===== src/sv/afr_pkg.sv =====
`timescale 1ns / 1ps
// Package for the API frame receiver: widths, protocol byte codes,
// phase and kind codes, and the result struct. Depends on nothing.
package afr_pkg;

  localparam int BYTE_W = 8;
  localparam int PLEN_W = 16;
  localparam int FLEN_W = 17;
  localparam int KIND_W = 3;

  localparam logic [BYTE_W-1:0] START_DELIM  = 8'h7E;
  localparam logic [BYTE_W-1:0] TYPE_TX_STAT = 8'h8B;
  localparam logic [BYTE_W-1:0] TYPE_AT_RESP = 8'h88;

  localparam logic [FLEN_W-1:0] POS_TYPE  = 17'd3;
  localparam logic [FLEN_W-1:0] POS_SEVEN = 17'd7;
  localparam logic [FLEN_W-1:0] POS_EIGHT = 17'd8;
  localparam logic [FLEN_W-1:0] HDR_BYTES = 17'd4;

  typedef enum logic [3:0] {
    PH_HUNT   = 4'b0001,
    PH_LEN_HI = 4'b0010,
    PH_LEN_LO = 4'b0100,
    PH_BODY   = 4'b1000
  } afr_phase_t;

  typedef enum logic [KIND_W-1:0] {
    KIND_TX_OK   = 3'd0,
    KIND_TX_FAIL = 3'd1,
    KIND_AT_OK   = 3'd2,
    KIND_AT_ERR  = 3'd3,
    KIND_OTHER   = 3'd4
  } afr_kind_t;

  typedef struct packed {
    logic [KIND_W-1:0] frame_kind;
    logic [BYTE_W-1:0] frame_type;
    logic [BYTE_W-1:0] status_value;
    logic [FLEN_W-1:0] frame_length;
  } afr_result_t;

endpackage


===== src/sv/afr_in_if.sv =====
`timescale 1ns / 1ps
// Input channel of the API frame receiver: one received byte per item.
// Depends on afr_pkg.
interface afr_in_if;
  import afr_pkg::*;

  logic              valid;
  logic              ready;
  logic [BYTE_W-1:0] rx_byte;

  modport source (output valid, output rx_byte, input ready);
  modport sink   (input valid, input rx_byte, output ready);
endinterface


===== src/sv/afr_out_if.sv =====
`timescale 1ns / 1ps
// Result channel of the API frame receiver: one item per completed frame.
// Depends on afr_pkg.
interface afr_out_if;
  import afr_pkg::*;

  logic              valid;
  logic              ready;
  logic [KIND_W-1:0] frame_kind;
  logic [BYTE_W-1:0] frame_type;
  logic [BYTE_W-1:0] status_value;
  logic [FLEN_W-1:0] frame_length;

  modport source (output valid, output frame_kind, output frame_type,
                  output status_value, output frame_length, input ready);
  modport sink   (input valid, input frame_kind, input frame_type,
                  input status_value, input frame_length, output ready);
endinterface


===== src/sv/api_frame_receiver_core.sv =====
`timescale 1ns / 1ps
// API frame receiver, top level.
// Channel rx carries one received serial byte per item; channel res carries
// one item per completed frame: its kind, type byte, byte eight and length.
// Bytes are skipped until a 0x7E delimiter; then a big-endian length L, L
// data bytes and a checksum follow, and the result appears after the
// checksum byte. The checksum is not checked.
// A byte accepted on rx is held in an input register and parsed from there
// once the parse step advances; a result it completes is written to the
// result register for res. One byte is taken every cycle while res is not
// stalled; the rate is set by the single parse step between the input
// register and the result register.
// When res stalls with a result waiting, the byte in the input register is
// held and rx drops ready only if that byte would need to advance; a byte
// that completes no frame still needs the parse step, so rx stalls too.
// Synchronous reset returns the parser to the delimiter hunt and empties
// both registers.
// Depends on afr_pkg, afr_in_if, afr_out_if and afr_parser.
module api_frame_receiver_core (
  input  logic      clk,
  input  logic      rst,
  afr_in_if.sink    rx,
  afr_out_if.source res
);
  import afr_pkg::*;

  logic              hold_valid;
  logic [BYTE_W-1:0] hold_byte;
  logic              advance;
  logic              done;
  afr_result_t       result;
  logic              res_valid;
  afr_result_t       res_data;

  assign advance  = hold_valid && (!res_valid || res.ready);
  assign rx.ready = !hold_valid || advance;

  afr_parser u_parser (
    .clk     (clk),
    .rst     (rst),
    .step    (advance),
    .rx_byte (hold_byte),
    .done    (done),
    .result  (result)
  );

  always_ff @(posedge clk) begin
    if (rst) begin
      hold_valid <= 1'b0;
    end else if (rx.valid && rx.ready) begin
      hold_valid <= 1'b1;
    end else if (advance) begin
      hold_valid <= 1'b0;
    end
  end

  always_ff @(posedge clk) begin
    if (rx.valid && rx.ready) begin
      hold_byte <= rx.rx_byte;
    end
  end

  always_ff @(posedge clk) begin
    if (rst) begin
      res_valid <= 1'b0;
    end else if (advance && done) begin
      res_valid <= 1'b1;
    end else if (res.ready) begin
      res_valid <= 1'b0;
    end
  end

  always_ff @(posedge clk) begin
    if (advance && done) begin
      res_data <= result;
    end
  end

  assign res.valid        = res_valid;
  assign res.frame_kind   = res_data.frame_kind;
  assign res.frame_type   = res_data.frame_type;
  assign res.status_value = res_data.status_value;
  assign res.frame_length = res_data.frame_length;

endmodule


===== src/sv/afr_parser.sv =====
`timescale 1ns / 1ps
// Frame parser state: delimiter hunt, length capture, body byte counting
// and classification of the finished frame. Depends on afr_pkg.
module afr_parser (
  input  logic                        clk,
  input  logic                        rst,
  input  logic                        step,
  input  logic [afr_pkg::BYTE_W-1:0]  rx_byte,
  output logic                        done,
  output afr_pkg::afr_result_t        result
);
  import afr_pkg::*;

  afr_phase_t        phase, phase_next;
  logic [PLEN_W-1:0] payload_length, payload_length_next;
  logic [FLEN_W-1:0] byte_position, byte_position_next;
  logic [BYTE_W-1:0] captured_type, captured_type_next;
  logic [BYTE_W-1:0] captured_seven, captured_seven_next;
  logic [BYTE_W-1:0] captured_eight, captured_eight_next;
  logic [FLEN_W-1:0] last_position;

  assign last_position = {1'b0, payload_length} + POS_TYPE;

  always_comb begin
    phase_next          = phase;
    payload_length_next = payload_length;
    byte_position_next  = byte_position;
    captured_type_next  = captured_type;
    captured_seven_next = captured_seven;
    captured_eight_next = captured_eight;
    done                = 1'b0;
    case (phase)
      PH_LEN_HI: begin
        payload_length_next = {rx_byte, payload_length[BYTE_W-1:0] & 8'h00};
        phase_next          = PH_LEN_LO;
      end
      PH_LEN_LO: begin
        payload_length_next = {payload_length[PLEN_W-1:BYTE_W], rx_byte};
        byte_position_next  = POS_TYPE;
        phase_next          = PH_BODY;
      end
      PH_BODY: begin
        if (byte_position == POS_TYPE) begin
          captured_type_next = rx_byte;
        end else if (byte_position == POS_SEVEN) begin
          captured_seven_next = rx_byte;
        end else if (byte_position == POS_EIGHT) begin
          captured_eight_next = rx_byte;
        end
        if (byte_position >= last_position) begin
          done               = 1'b1;
          phase_next         = PH_HUNT;
          byte_position_next = '0;
        end else begin
          byte_position_next = byte_position + 17'd1;
        end
      end
      default: begin
        if (rx_byte == START_DELIM) begin
          phase_next          = PH_LEN_HI;
          captured_type_next  = '0;
          captured_seven_next = '0;
          captured_eight_next = '0;
          byte_position_next  = '0;
        end else begin
          phase_next = PH_HUNT;
        end
      end
    endcase
  end

  always_comb begin
    if (captured_type_next == TYPE_TX_STAT) begin
      result.frame_kind = (captured_eight_next == '0) ? KIND_TX_OK : KIND_TX_FAIL;
    end else if (captured_type_next == TYPE_AT_RESP) begin
      result.frame_kind = (captured_seven_next == '0) ? KIND_AT_OK : KIND_AT_ERR;
    end else begin
      result.frame_kind = KIND_OTHER;
    end
    result.frame_type   = captured_type_next;
    result.status_value = captured_eight_next;
    result.frame_length = {1'b0, payload_length} + HDR_BYTES;
  end

  always_ff @(posedge clk) begin
    if (rst) begin
      phase         <= PH_HUNT;
      byte_position <= '0;
    end else if (step) begin
      phase         <= phase_next;
      byte_position <= byte_position_next;
    end
  end

  always_ff @(posedge clk) begin
    if (step) begin
      payload_length <= payload_length_next;
      captured_type  <= captured_type_next;
      captured_seven <= captured_seven_next;
      captured_eight <= captured_eight_next;
    end
  end

endmodule


===== src/flat_wrapper.sv =====
// flat-port wrapper written by rule: the top's interface ports become plain ports
module api_frame_receiver_core_flat import afr_pkg::*;
  (clk, rst, rx_valid, rx_rx_byte, rx_ready, res_valid, res_frame_kind, res_frame_type, res_status_value, res_frame_length, res_ready);
  afr_in_if rx_i ();
  afr_out_if res_i ();
  input  logic clk;
  input  logic rst;
  input wire logic [$bits(rx_i.valid)-1:0] rx_valid;
  input wire logic [$bits(rx_i.rx_byte)-1:0] rx_rx_byte;
  output wire logic [$bits(rx_i.ready)-1:0] rx_ready;
  output wire logic [$bits(res_i.valid)-1:0] res_valid;
  output wire logic [$bits(res_i.frame_kind)-1:0] res_frame_kind;
  output wire logic [$bits(res_i.frame_type)-1:0] res_frame_type;
  output wire logic [$bits(res_i.status_value)-1:0] res_status_value;
  output wire logic [$bits(res_i.frame_length)-1:0] res_frame_length;
  input wire logic [$bits(res_i.ready)-1:0] res_ready;
  assign rx_i.valid = rx_valid;
  assign rx_i.rx_byte = rx_rx_byte;
  assign rx_ready = rx_i.ready;
  assign res_valid = res_i.valid;
  assign res_frame_kind = res_i.frame_kind;
  assign res_frame_type = res_i.frame_type;
  assign res_status_value = res_i.status_value;
  assign res_frame_length = res_i.frame_length;
  assign res_i.ready = res_ready;
  api_frame_receiver_core u_core (.clk(clk), .rst(rst), .rx(rx_i), .res(res_i));
endmodule

===== config.mk =====
export PLATFORM = sky130hd
export DESIGN_NAME = api_frame_receiver_core_flat
export DESIGN_NICKNAME = d
export VERILOG_FILES = /design/src/sv/afr_pkg.sv /design/src/sv/afr_in_if.sv /design/src/sv/afr_out_if.sv /design/src/sv/api_frame_receiver_core.sv /design/src/sv/afr_parser.sv /design/src/flat_wrapper.sv
export SDC_FILE = /design/constraint.sdc
export NUM_CORES = 1
export LEC_CHECK = 0
export BUFFER_PORTS_ARGS = -buffer_cell sky130_fd_sc_hd__buf_2
export CAP_MARGIN = 5
export CORE_ASPECT_RATIO = 0.7
export CORE_MARGIN = 1
export CORE_UTILIZATION = 57
export DETAILED_ROUTE_END_ITERATION = 7
export PLACE_DENSITY = 0.87
export SLEW_MARGIN = 20
export SYNTH_ARGS = -nofsm -noshare
export SYNTH_HDL_FRONTEND = slang
export SYNTH_SLANG_ARGS = --single-unit

===== constraint.sdc =====
create_clock -name clk -period 4.7 [get_ports clk]
set_input_delay 0.705 -clock clk [delete_from_list [all_inputs] [get_ports clk]]
set_output_delay 0.705 -clock clk [all_outputs]
set_load 0.02 [all_outputs]

Word-level counts from Yosys, hierarchy flattened
Cells that the tools add are included.
{"block": "op_classes", "reduce_logical": 18, "magnitude_cmp": 1, "add_sub_neg": 3, "n_mux": 29, "eq_ne": 10, "bitwise": 2}
{"cell": "$mux W8", "count": 9}
{"cell": "$pmux W17 S3", "count": 1}
{"cell": "$pmux W8 S2", "count": 3}
{"cell": "$mux W17", "count": 2}
{"cell": "$pmux W16 S2", "count": 1}
{"cell": "$add A16 B2 Y17 const B", "count": 1}
{"cell": "$add A16 B3 Y17 const B", "count": 1}
{"cell": "$add A17 B1 Y17 const B", "count": 1}
{"cell": "$eq A17 B2 Y1 const B", "count": 1}
{"cell": "$eq A17 B3 Y1 const B", "count": 1}
{"cell": "$eq A17 B4 Y1 const B", "count": 1}
{"cell": "$ge A17 B17 Y1", "count": 1}
{"cell": "$eq A8 B8 Y1 const B", "count": 2}
{"cell": "$logic_not A8 Y1", "count": 2}
{"cell": "$pmux W4 S3", "count": 1}
{"cell": "$eq A8 B7 Y1 const B", "count": 1}
{"cell": "$mux W1", "count": 8}
{"cell": "$mux W3", "count": 2}
{"cell": "$reduce_and A3 Y1", "count": 2}
{"cell": "$reduce_bool A2 Y1", "count": 3}
{"cell": "$eq A4 B2 Y1 const B", "count": 1}
{"cell": "$eq A4 B3 Y1 const B", "count": 1}
{"cell": "$eq A4 B4 Y1 const B", "count": 1}
{"cell": "$mux W4", "count": 1}
{"cell": "other kinds (9)", "count": 15}
{"block": "totals", "regBits": 107, "output_inout_bits": 38, "word_cells": 77}

Logic depth before layout (Yosys ltp)
Gate-level depths: netlist of the first run.
{"block": "depth", "word_depth": 8, "ltp_mapped": 15, "mapped_depth_nobuf": 14}

By module
From an unflattened synthesis of the first run, not the netlist that was laid out.
{"block": "unflattened", "hier_cells": 457, "hier_area_um2": 5430.2}
{"module": "afr_parser", "seq_area_each_um2": 1621.6, "area_per_inst_um2": 4006.3, "cells_per_inst": 402, "instances": 1}
{"module": "api_frame_receiver_core", "seq_area_each_um2": 1361.3, "area_per_inst_um2": 1423.9, "cells_per_inst": 55, "instances": 1}

Least setup slack after synthesis of the first run
No wires, ideal clock.
{"block": "synth_timing", "path_kind": "register -> register", "from": "reg u_core.u_parser.payload_length[2]", "to": "reg u_core.res_data, in the netlist u_core.res.frame_kind[0], enable pin", "setup_slack_ps": 976, "t_required_ps": 4309, "arrival_time_ps": 3334, "stages_incl_launch_ff": 12, "cell_sequence": "edfxtp_1 ha_1 nand3_1 nor2_1 and2_1 nand4_1 or3_1 ha_1 nand4_1 a311o_1 a211o_1 inv_1"}
{"block": "synth_via", "elab_chain_cells": 5}
{"item": "start, declared", "line_no": "afr_parser.sv:15", "rtl": "logic [PLEN_W-1:0] payload_length, payload_length_next;"}
{"item": "start signal, assigned", "line_no": "afr_parser.sv:97", "rtl": "payload_length <= payload_length_next;"}
{"item": "$add A16 B2 Y17", "line_no": "afr_parser.sv:22", "rtl": "assign last_position = {1'b0, payload_length} + POS_TYPE;"}
{"item": "$ge A17 B17 Y1", "line_no": "afr_parser.sv:50", "rtl": "if (byte_position >= last_position) begin"}
{"item": "$mux W1", "line_no": "afr_parser.sv:50"}
{"item": "$mux W1", "line_no": "afr_parser.sv:32", "rtl": "case (phase)"}
{"item": "$logic_and A1 B1 Y1", "line_no": "api_frame_receiver_core.sv:74", "rtl": "if (advance && done) begin"}
{"item": "end signal, assigned", "line_no": "api_frame_receiver_core.sv:75", "rtl": "res_data <= result;"}
{"item": "end, declared", "line_no": "api_frame_receiver_core.sv:33", "rtl": "afr_result_t res_data;"}
No other way between the ends.
A chain may end at the register's enable or synchronous reset.

Final worst setup path of the first run
{"block": "layout_timing", "from": "reg u_core.u_parser.payload_length[2]", "to": "reg u_core.res_data, in the netlist u_core.res.status_value[1], enable pin"}
Same word-level chain as after synthesis.

==> results.ini, run 1 <==
[timing]
max_slew_margin_pct = 34.05
grt_setup_unrepaired = false
setup-tns-final_ns = 0
layout_worst_path_cycle_share_pct = 82.62
timing.hold.ws_ns = 0.5307
tightest_slew_ns = 0.9803
setup_viol = 0
finalCriticalPeriod_ns = 3.883
max_freq_mhz = 257.5
layout_setup_ws_ns = 0.8168
clock_skew_ns = 0.005386
final-hold-violation-count = 0
finalMaxSlewViolations = 0

[worst_hold_path]
hold_class = primary input to flip-flop

[grt]
antenna_found_initial = 0
grt_pass1_vias = 3500
grt-ovfl-total = 0
grt_max_degree = 36
grt_pass1_wl_um = 18100
grtUsageTotal_pct = 25.80

[critical_path]
crit_type = flip-flop to flip-flop
cp-start-kind = flip-flop
worstPathRequired_ns = 4.70
cp_slowest_stage_delay_ns = 0.43
cp_max_fo = 35
cp.arrival_ns = 3.88
slowest_stage = edfxtp_1
cp-end-kind = flip-flop
path_cells = ha_1 > nand3_1 > nor2_1 > and2_1 > nand4_1 > or3_1 > ha_1 > nand4_1 > a311o_1 > a211o_1 > inv_1 > buf_4

[finish]
finalNonFillerCells = 621
nNetsFinal = 529
drive_gt1_share_pct = 15.17
area_delta_synth_final_pct = 12.14
fill_cells = 648
antenna_cells = 0

[detailed_routing]
final_antenna_net_count = 0
wire_per_inst_um = 18.22
drt_first_iter_violations = 347
wl_um = 11310
vias = 3892
drc = 0
first_pass_iters = 5
viasPerCell = 6.267

[power]
power_mw = 1.778
powerDensity_nw_per_um2 = 302.1
irDropWorstVdd_mv = 0.2672
p_leak_nw = 2.132

[synthesis]
synth_seq_cells = 107
ys_types = 52
synth_ff_type = edfxtp_1
synth.top_cell.area_share_pct = 48.07
yosysSeqAreaShare_pct = 56.84
synth_edf_count = 84
synth_warnings = 0
synth_fp_nets = 483
async_flop_share_pct = 0
synth_top_area_cell = edfxtp_1
syn_area_um2 = 5248
synthTopCellsByArea = edfxtp_1 (48%), dfxtp_1 (8.8%), ha_1 (5.0%)
synthCells = 450
synth.avg_cell_area_um2 = 11.66

[clocking]
cts_buffers = 9
path_clk_slew_ns = 0.07
clockBufferDepth = 2
cts_resized = 0
root_buffer = clkbuf_16
cts_setup_buffers = 0
tritoncts = built
clkLatencyLatePin_ns = 0.35
htree_num_levels = 3
cts_sinks = 107
hold_buffers = 0

[place]
io_buffers = 49
dpl.hpwl_um = 8070
place_congestion = 0.9151
placed_cells = 605
preCtsSetupSlack_ns = 0.8465

[die]
fp.dieH_um = 82.28
fp.dieArea_um2 = 9600
io_pins = 50
start_util_pct = 60.40
coreArea_um2 = 8688
die_x_um = 116.7
rows = 28

[run_status]
status = complete, no violations

[job]
max_cap_viol_count = 0

## worst max-delay path: cells and delay by family, from the launching register on
family	cells	cell delay, ns
AOI/OAI and AO/OA	2	0.67
adders and majority gates	2	0.54
and+or+nand+nor	6	1.37
DFF	1	0.43
buffers and inverters	2	0.48
## per-layer routing
| metal | vias up | global-route usage [%] | wire length [µm] |
|---|---|---|---|
| met3 | 32 | 6.058 | 1086 |
| met4 | 0 | 10.00 | 274 |
| met2 | 227 | 37.87 | 4839 |
| li1 | 1795 | - | - |
| met1 | 1838 | 37.21 | 5113 |
| met5 | - | 0 | 0 |
## power breakdown
| part | internal, mW | leakage (nW) | switching (mW) |
|---|---|---|---|
| Combinational | 0.0149 | 1.01 | 0.0227 |
| Sequential | 1.03 | 0.983 | 0.0208 |
| Clock | 0.360 | 0.137 | 0.329 |
| Total | 1.41 | 2.13 | 0.372 |
## worst paths after layout
kind / startpoint / to / slack (ns) / cells past startpoint
setup / recovery: u_core.u_parser.payload_length[2] / u_core.res.status_value[1] / 0.82 / 12
hold / removal: rx_rx_byte[2] / u_core.hold_byte[2] / 0.53 / 1
setup reg to reg: u_core.u_parser.payload_length[2] / u_core.res.status_value[1] / 0.82 / 12
hold reg to reg: u_core.u_parser.payload_length[0] / u_core.res.frame_length[0] / 0.54 / 0
## metrics by stage
step | utilization [%] | cell area (µm²)
floorplan | - | 5248
global placement | 64.62 | 5614
detailed placement | 64.62 | 5614
CTS | 67.73 | 5884
global route | 67.73 | 5884
finish | 67.73 | 5884
## layout make-up
| type | instances | area, µm² | area share, % |
|---|---|---|---|
| inverter | 13 | 48.80 | 0.8293 |
| sequential | 107 | 2983 | 50.69 |
| tap | 120 | 150.1 | 2.552 |
| clock buffer | 10 | 229.0 | 3.891 |
| clock inverter | 6 | 41.29 | 0.7017 |
| timing repair buffer | 54 | 282.8 | 4.805 |
| multi-input combinational | 311 | 2150 | 36.53 |
## placed cells by master, fill, tap and decap left out, drive strengths merged, types with 3 or more instances in the layout
cell type,Yosys,layout
a32oi,7,7
ha,21,21
a211o,3,3
o211ai,3,3
clkinv,0,5
a211oi,3,3
edfxtp,84,84
nand2b,7,7
nor3,28,28
or3,4,4
nand3,19,19
clkbuf,18,10
or4,4,4
nand2,27,27
and2,12,12
nor2,22,22
buf,1,54
a22o,16,16
nor2b,9,9
a221oi,3,3
o21ai,15,15
a21oi,14,14
inv,13,14
xor2,17,17
and3,10,10
nor4,11,11
and4,4,4
nand4,8,8
xnor2,25,25
dfxtp,23,23
## registers in the layout (all words and copies together) (netlist names)
signal	flops
u_core.res.status_value	8
u_core.u_parser.captured_type	8
u_core.res.frame_type	8
u_core.res.valid	1
u_core.hold_byte	8
u_core.u_parser.payload_length	16
u_core.hold_valid	1
u_core.res.frame_kind	3
u_core.u_parser.captured_seven	8
u_core.u_parser.byte_position	17
u_core.res.frame_length	17
u_core.u_parser.captured_eight	8
u_core.u_parser.phase	4
## cell usage after synthesis, types with 2 or more instances
cell,number
o211ai_1,3
or4_1,4
ha_1,21
nor2_1,21
a32oi_1,7
xnor2_1,25
xor2_1,17
a211oi_1,2
or3_1,4
nand3_1,19
nor3_1,27
edfxtp_1,84
nor4_1,10
and4_1,4
nand2b_1,7
a221oi_1,3
nand3b_1,2
a211o_1,3
clkbuf_1,18
inv_1,13
a22o_1,16
a21oi_1,14
and2_1,12
and3_1,10
dfxtp_1,23
nor2b_1,9
o21ai_1,7
o21ai_0,8
nand4_1,8
nand2_1,27
## logic make-up after synthesis
kind of cell    after synthesis  share of synthesized area, %
simple gates                174                         18.60
flops                       107                         56.84
compound gates               73                         10.04
xor+xnor                     42                         7.010
buf+inv                      32                         2.313
fa+ha+maj                    21                         5.007
mux                           1                        0.1908
(Power assumes the default switching activity.)
==> run 2, diff against run 1 <==
Settings changed: ABC_AREA from default to 1.
Clock period 4.7 ns to 4 ns, I/O delays scaled along.
==> run 2 against run 1 <==
Effect of this change:
- non-clock buffer count down 1
- clock skew increased by 0.0020 ns
- sequential cell count is the same
- total power rose by 27%
- maximum frequency rose by 13%
- highest routed layer unchanged
- global-route usage up 1.6 points
- worst setup slack got worse by 0.26 ns
- count of clock-buffer cells in the layout down 1
- critical path depth rose by 5
==> results.ini, run 2 <==
[synthesis]
synth.top_cell.area_share_pct = 43.39
synth_mux_area_share_pct = 0
synth_edf_count = 84
synthTopCellsByCount = nand2_1 (147), nor2_1 (112), edfxtp_1 (84), inv_1 (84), nand3_1 (50)
synth_ff_type = edfxtp_1
synth_simple_gate_area_share_pct = 28.17
synth.avg_cell_area_um2 = 8.728
synth_fp_nets = 699
yosys.area_share.xor_xnor_pct = 3.917
synthCells = 666
synth_fa_ha_area_share_pct = 4.520
synth_top_area_cell = edfxtp_1
syn_area_um2 = 5813
yosysSeqAreaShare_pct = 51.31
synthTopCellsByArea = edfxtp_1 (43%), nand2_1 (9.5%), dfxtp_1 (7.9%)
async_flop_share_pct = 0
synth_top_family_by_area = simple AND/OR/NAND/NOR gates
synth_seq_cells = 107
synth_warnings = 0
ys_types = 43
synth_most_common_cell = nand2_1
synth_compound_area_share_pct = 5.058

[clocking]
cts_sinks = 107
path_clk_slew_ns = 0.07
clkLatencyLatePin_ns = 0.35
clockBufferDepth = 2
hold_buffers = 0
cts_resized = 0
root_buffer = clkbuf_16
tritoncts = built
cts_buffers = 9
htree_num_levels = 3
cts_setup_buffers = 0

[timing]
setup-tns-final_ns = 0
max_slew_margin_pct = 53.58
finalMaxSlewViolations = 0
setup_viol = 0
finalCriticalPeriod_ns = 3.447
layout_worst_path_cycle_share_pct = 86.18
layout_setup_ws_ns = 0.5527
grt_setup_unrepaired = false
clock_skew_ns = 0.007392
max_freq_mhz = 290.1
tightest_slew_ns = 0.6955
final-hold-violation-count = 0

[worst_hold_path]
hold_depth = 1
min_delay_worst_endpoint = u_core.hold_byte[0]
hp-start = rx_rx_byte[0]
hold_class = primary input to flip-flop

[critical_path]
rr_startpoint = u_core.u_parser.payload_length[4]
r2r_slack_ns = 0.55
cp-start-kind = flip-flop
cp_max_fo = 34
rr_worst_depth = 17
r2r_end = u_core.res.frame_type[2]
worstPathRequired_ns = 4.04
cp.arrival_ns = 3.49
crit_type = flip-flop to flip-flop
cp-end-kind = flip-flop

[finish]
mostFrequentLayoutCells = nand2_1 (147), nor2_1 (112), inv_1 (84), edfxtp_1 (84), nand3_1 (50)
multi_input_area_um2 = 2422
design_area_um2 = 6510
drive_gt1_share_pct = 14.78
antenna_cells = 0
nNetsFinal = 752
fill_cells = 741
final_common_cell = nand2_1
area_delta_synth_final_pct = 11.99
regArea_um2 = 2983

[die]
rows = 30
io_pins = 50
die_x_um = 122.7
fp.dieArea_um2 = 10610
start_util_pct = 59.34
coreArea_um2 = 9797
fp.dieH_um = 86.49

[grt]
grt_pass1_vias = 4496
grt_max_degree = 35
grt_pass1_wl_um = 21590
grtUsageTotal_pct = 27.40
grt-ovfl-total = 0
antenna_found_initial = 0

[detailed_routing]
drt_first_iter_violations = 604
viasPerCell = 5.662
final_antenna_net_count = 0
wire_per_inst_um = 16.35
drc = 0
vias = 4824
first_pass_iters = 6
wl_um = 13930

[place]
dpl.hpwl_um = 10020
placed_cell_area_um2 = 6193
preCtsSetupSlack_ns = 0.6460
place_congestion = 0.8934
io_buffers = 49

[power]
irDropWorstVdd_mv = 0.2742
p_leak_nw = 2.953
powerDensity_nw_per_um2 = 346.9

[job]
max_cap_viol_count = 0

[run_status]
status = complete, no violations

==> run 2: cell count changes after synthesis, sizes merged, moves of 9 or more <==
cell	change
nor2b	-9
nand2	+129
nor3	-19
and2	-10
nor2	+102
and3	-10
xnor2	-20
a21oi	+11
inv	+76
nor4	-10
nand3	+35
clkbuf	-15
a22o	-16
==> run 2: per-layer routing <==
layer / GRT usage (%) / share of wire, % / vias to the layer above
met5: 0 / 0 / -
met1: 37.14 / 42 / 2215
met3: 8.816 / 12 / 37
li1: - / - / 2280
met4: 8.980 / 2.2 / 0
met2: 41.68 / 44 / 292
==> run 2: layout make-up <==
cell class	count	share of cell area, %
clock buffer	9	3.460
clock inverter	7	1.403
inverter	90	5.228
multi-input combinational	458	37.21
sequential	107	45.82
tap	128	2.460
timing repair buffer	53	4.421
==> run 2: worst max-delay path by stage <==
stage	from	end	slack, ns	cells after the start
2_1_floorplan	u_core.u_parser.payload_length[4]	u_core.res.frame_kind[0]	0.56	16
3_3_place_gp	u_core.u_parser.payload_length[4]	u_core.res.status_value[4]	0.80	17
3_5_place_dp	u_core.u_parser.payload_length[4]	u_core.res.status_value[2]	0.65	17
4_1_cts	u_core.u_parser.payload_length[4]	u_core.res.status_value[5]	0.63	17
5_1_grt	u_core.u_parser.payload_length[4]	u_core.u_parser.byte_position[4]	0.32	19
6_report	u_core.u_parser.payload_length[4]	u_core.res.frame_type[2]	0.55	17
==> run 2: report_power, final <==
| part | internal (mW) | switching, mW | total [mW] |
|---|---|---|---|
| clock network | 0.547 | 0.394 | 0.941 |
| registers | 1.21 | 0.0114 | 1.23 |
| logic | 0.0243 | 0.0675 | 0.0919 |
==> run 2: worst max-delay path, stage by stage (launching register included) <==
cell and delay, ns:
edfxtp_1 0.39, inv_1 0.11, nor3_4 0.24, nand3_1 0.21, nor2_4 0.19, nand3_1 0.13
nor2_1 0.15, xor2_1 0.16, inv_1 0.07, ha_1 0.30, nand2_1 0.08, nor2_1 0.13
and2_1 0.16, nand3b_1 0.07, nand4_1 0.12, nand3_1 0.15, inv_1 0.22, buf_12 0.24
==> run 2: metrics by stage <==
stage / hold WS, ns / utilization [%] / power [mW] / instances
floorplan: 0.4507 / - / 1.305 / 666
global placement: 0.4677 / 63.22 / 1.332 / 836
detailed placement: 0.4718 / 63.22 / 1.338 / 836
CTS: 0.4157 / 66.45 / 2.263 / 852
global route: 0.4114 / 66.45 / 2.318 / 852
finish: 0.4227 / 66.45 / 2.258 / 852
==> run 2: logic make-up after synthesis <==
logic type / Yosys count
adders and majority gates: 21
AOI/OAI and AO/OA: 52
and+or+nand+nor: 359
xor gates and xnor gates: 26
buffers and inverters: 101
DFF: 107
==> run 3, diff against run 2 <==
Settings changed: SYNTH_HIERARCHICAL from default to 1.
==> run 3 against run 2 <==
Effect of this change:
- clock power down 4.9%
- register-to-register slack worse by 0.12 ns
- synthesized cell count up 3.0%
- non-clock buffer count down 1
- maximum frequency down 3.2%
- final cell count up 2.2%
- routed wire length down 0.62%
- largest power group unchanged
- core utilization up 0.052 points
- global-route usage about the same
==> results.ini, run 3 <==
[run_status]
status = complete, no violations

[critical_path]
slowest_stage = edfxtp_1
cp_slowest_stage_delay_ns = 0.42
cp-end-kind = flip-flop
worstPathRequired_ns = 4.05
cp-start-kind = flip-flop
path_cells = inv_1 > nor3_1 > inv_1 > nor4_1 > nand2_1 > nor2_1 > nand2_1 > ha_1 > nand2_1 > nor2_1 > and2_1 > nand4_1 > nand4_1 > nand2_1 > inv_1 > inv_1 > nor2_4 > buf_12
crit_type = flip-flop to flip-flop
rr_startpoint = u_core/u_parser/payload_length[7]
r2r_slack_ns = 0.44
rr_worst_depth = 18
cp.arrival_ns = 3.61
cp_max_fo = 34
r2r_end = u_core/res.status_value[1]

[synthesis]
syn_area_um2 = 5906
yosysSeqAreaShare_pct = 50.51
synth.top_cell.area_share_pct = 42.71
synth_top_area_cell = edfxtp_1
synthTopCellsByCount = nand2_1 (165), nor2_1 (102), inv_1 (90), edfxtp_1 (84), nand3_1 (41)
synth_compound_area_share_pct = 5.360
synth_simple_gate_area_share_pct = 27.14
synth_edf_count = 84
synth_ff_type = edfxtp_1
synth_mux_area_share_pct = 0
synth_fa_ha_area_share_pct = 4.449
synth_fp_nets = 719
yosys.area_share.xor_xnor_pct = 4.894
synth.avg_cell_area_um2 = 8.609
synth_most_common_cell = nand2_1
synth_warnings = 6
synth_seq_cells = 107
synth_top_family_by_area = simple AND/OR/NAND/NOR gates
async_flop_share_pct = 0
synthTopCellsByArea = edfxtp_1 (43%), nand2_1 (10%), dfxtp_1 (7.8%)
ys_types = 37
synthCells = 686

[timing]
layout_worst_path_cycle_share_pct = 89.07
clock_skew_ns = 0.005619
setup-tns-final_ns = 0
finalMaxSlewViolations = 0
max_slew_margin_pct = 51.13
grt_setup_unrepaired = false
setup_viol = 0
tightest_slew_ns = 0.7303
finalCriticalPeriod_ns = 3.563
max_freq_mhz = 280.7
final-hold-violation-count = 0

[grt]
grt_max_degree = 35
antenna_found_initial = 0
grtUsageTotal_pct = 27.38
grt-ovfl-total = 0
grt_pass1_vias = 4419
grt_pass1_wl_um = 21770

[clocking]
hold_buffers = 0
clockBufferDepth = 2
root_buffer = clkbuf_16
cts_setup_buffers = 0
tritoncts = built
cts_resized = 0
htree_num_levels = 3
clkLatencyLatePin_ns = 0.35
path_clk_slew_ns = 0.07
cts_buffers = 9
cts_sinks = 107

[power]
clkPwrFrac_pct = 40.6
power_switching_mw = 0.4796
seqPwrFrac_pct = 55.6
irDropWorstVdd_mv = 0.2347
p_int_mw = 1.727
powerDensity_nw_per_um2 = 336.1
swShare_pct = 21.73
pwr-share-comb_pct = 3.8
p_leak_nw = 2.767

[finish]
final_util_pct = 66.50
final_common_cell = nand2_1
drive_gt1_share_pct = 14.27
nNetsFinal = 771
antenna_cells = 0
mostFrequentLayoutCells = nand2_1 (165), nor2_1 (101), inv_1 (90)
area_delta_synth_final_pct = 11.17

[detailed_routing]
wire_per_inst_um = 15.89
first_pass_iters = 5
drt_first_iter_violations = 561
wl_um = 13840
drc = 0
final_antenna_net_count = 0
viasPerCell = 5.668
vias = 4937

[place]
dpl.hpwl_um = 10180
place_congestion = 0.9343
io_buffers = 49

[worst_hold_path]
min_delay_worst_endpoint = u_core/hold_byte[3]
hold_depth = 1
hold_class = primary input to flip-flop
hp-start = rx_rx_byte[3]

[die]
die_x_um = 123.7
rows = 30
fp.dieH_um = 87.16
start_util_pct = 59.82
fp.dieArea_um2 = 10780
coreArea_um2 = 9872
io_pins = 50

[job]
max_cap_viol_count = 0

[run 3: changes by cell type in the layout (fill, tap and decap cells not counted), moves of 3 or more]
cell / previous run / this run
nand2_1: 147 / 165
nand3_2: 2 / 6
inv_1: 84 / 90
nor2_1: 112 / 101
nand3_1: 50 / 41
xor2_1: 21 / 28
nand4_1: 9 / 15
nand2_4: 5 / 1
nand2_2: 4 / 8
o21ai_0: 13 / 16
[run 3: power by group through the flow]
stage | Combinational, mW | Sequential, mW | Clock [mW]
floorplan | 0.0579 | 1.25 | 0
global placement | 0.0771 | 1.25 | 0
detailed placement | 0.0815 | 1.25 | 0
CTS | 0.0825 | 1.23 | 0.908
global route | 0.0935 | 1.23 | 0.951
finish | 0.0842 | 1.23 | 0.895
[run 3: final cells by class]
type	count	area, µm²
Clock buffer	11	232.7
Fill cell	752	3307
Timing Repair Buffer	52	280.3
Tap cell	128	160.2
Multi-Input combinational cell	471	2479
Clock inverter	5	63.81
Sequential cell	107	2983
Inverter	97	366.6
[run 3: metrics by stage]
stage               setup slack [ns]  cell area, µm²  cells  hold slack, ns  power (mW)
floorplan                     0.1899            5908    686          0.4470       1.303
global placement              0.7484            6269    855          0.4633       1.327
detailed placement            0.5370            6269    855          0.4732       1.332
CTS                           0.5198            6565    871          0.4137       2.217
global route                  0.1670            6565    871          0.4079       2.272
finish                        0.4373            6565    871          0.4215       2.207
[run 3: cells by family after synthesis]
family / Yosys count
AO/OA/AOI/OAI: 57
AND/OR/NAND/NOR: 360
flip-flops: 107
buffers and inverters: 108
XOR/XNOR: 33
adder cells (fa/ha/maj): 21
[run 3: worst max path at each step]
| stage | from | to | slack (ns) | depth (start not counted) |
|---|---|---|---|---|
| floorplan | u_core/u_parser/payload_length[2] | u_core/res.frame_kind[0] | 0.19 | 19 |
| global placement | u_core/u_parser/payload_length[2] | u_core/res.status_value[7] | 0.75 | 21 |
| detailed placement | u_core/u_parser/payload_length[7] | u_core/res.status_value[1] | 0.54 | 18 |
| CTS | u_core/u_parser/payload_length[7] | u_core/res.status_value[1] | 0.52 | 18 |
| global route | u_core/u_parser/payload_length[7] | u_core/res.status_value[1] | 0.17 | 18 |
| finish | u_core/u_parser/payload_length[7] | u_core/res.status_value[1] | 0.44 | 18 |
[run 3: critical path: cells and delay by family (launching register included)]
| kind | cells | cell delay [ns] |
|---|---|---|
| adders and majority gates | 1 | 0.31 |
| buffers and inverters | 5 | 0.58 |
| DFF | 1 | 0.42 |
| and+or+nand+nor | 12 | 1.91 |
[run 3: metal layers]
| metal | global-route usage, % | share of wire (%) |
|---|---|---|
| met4 | 7.886 | 1.9 |
| met3 | 6.152 | 10 |
| met1 | 38.74 | 44 |
| met5 | 0 | 0 |
| met2 | 42.17 | 44 |
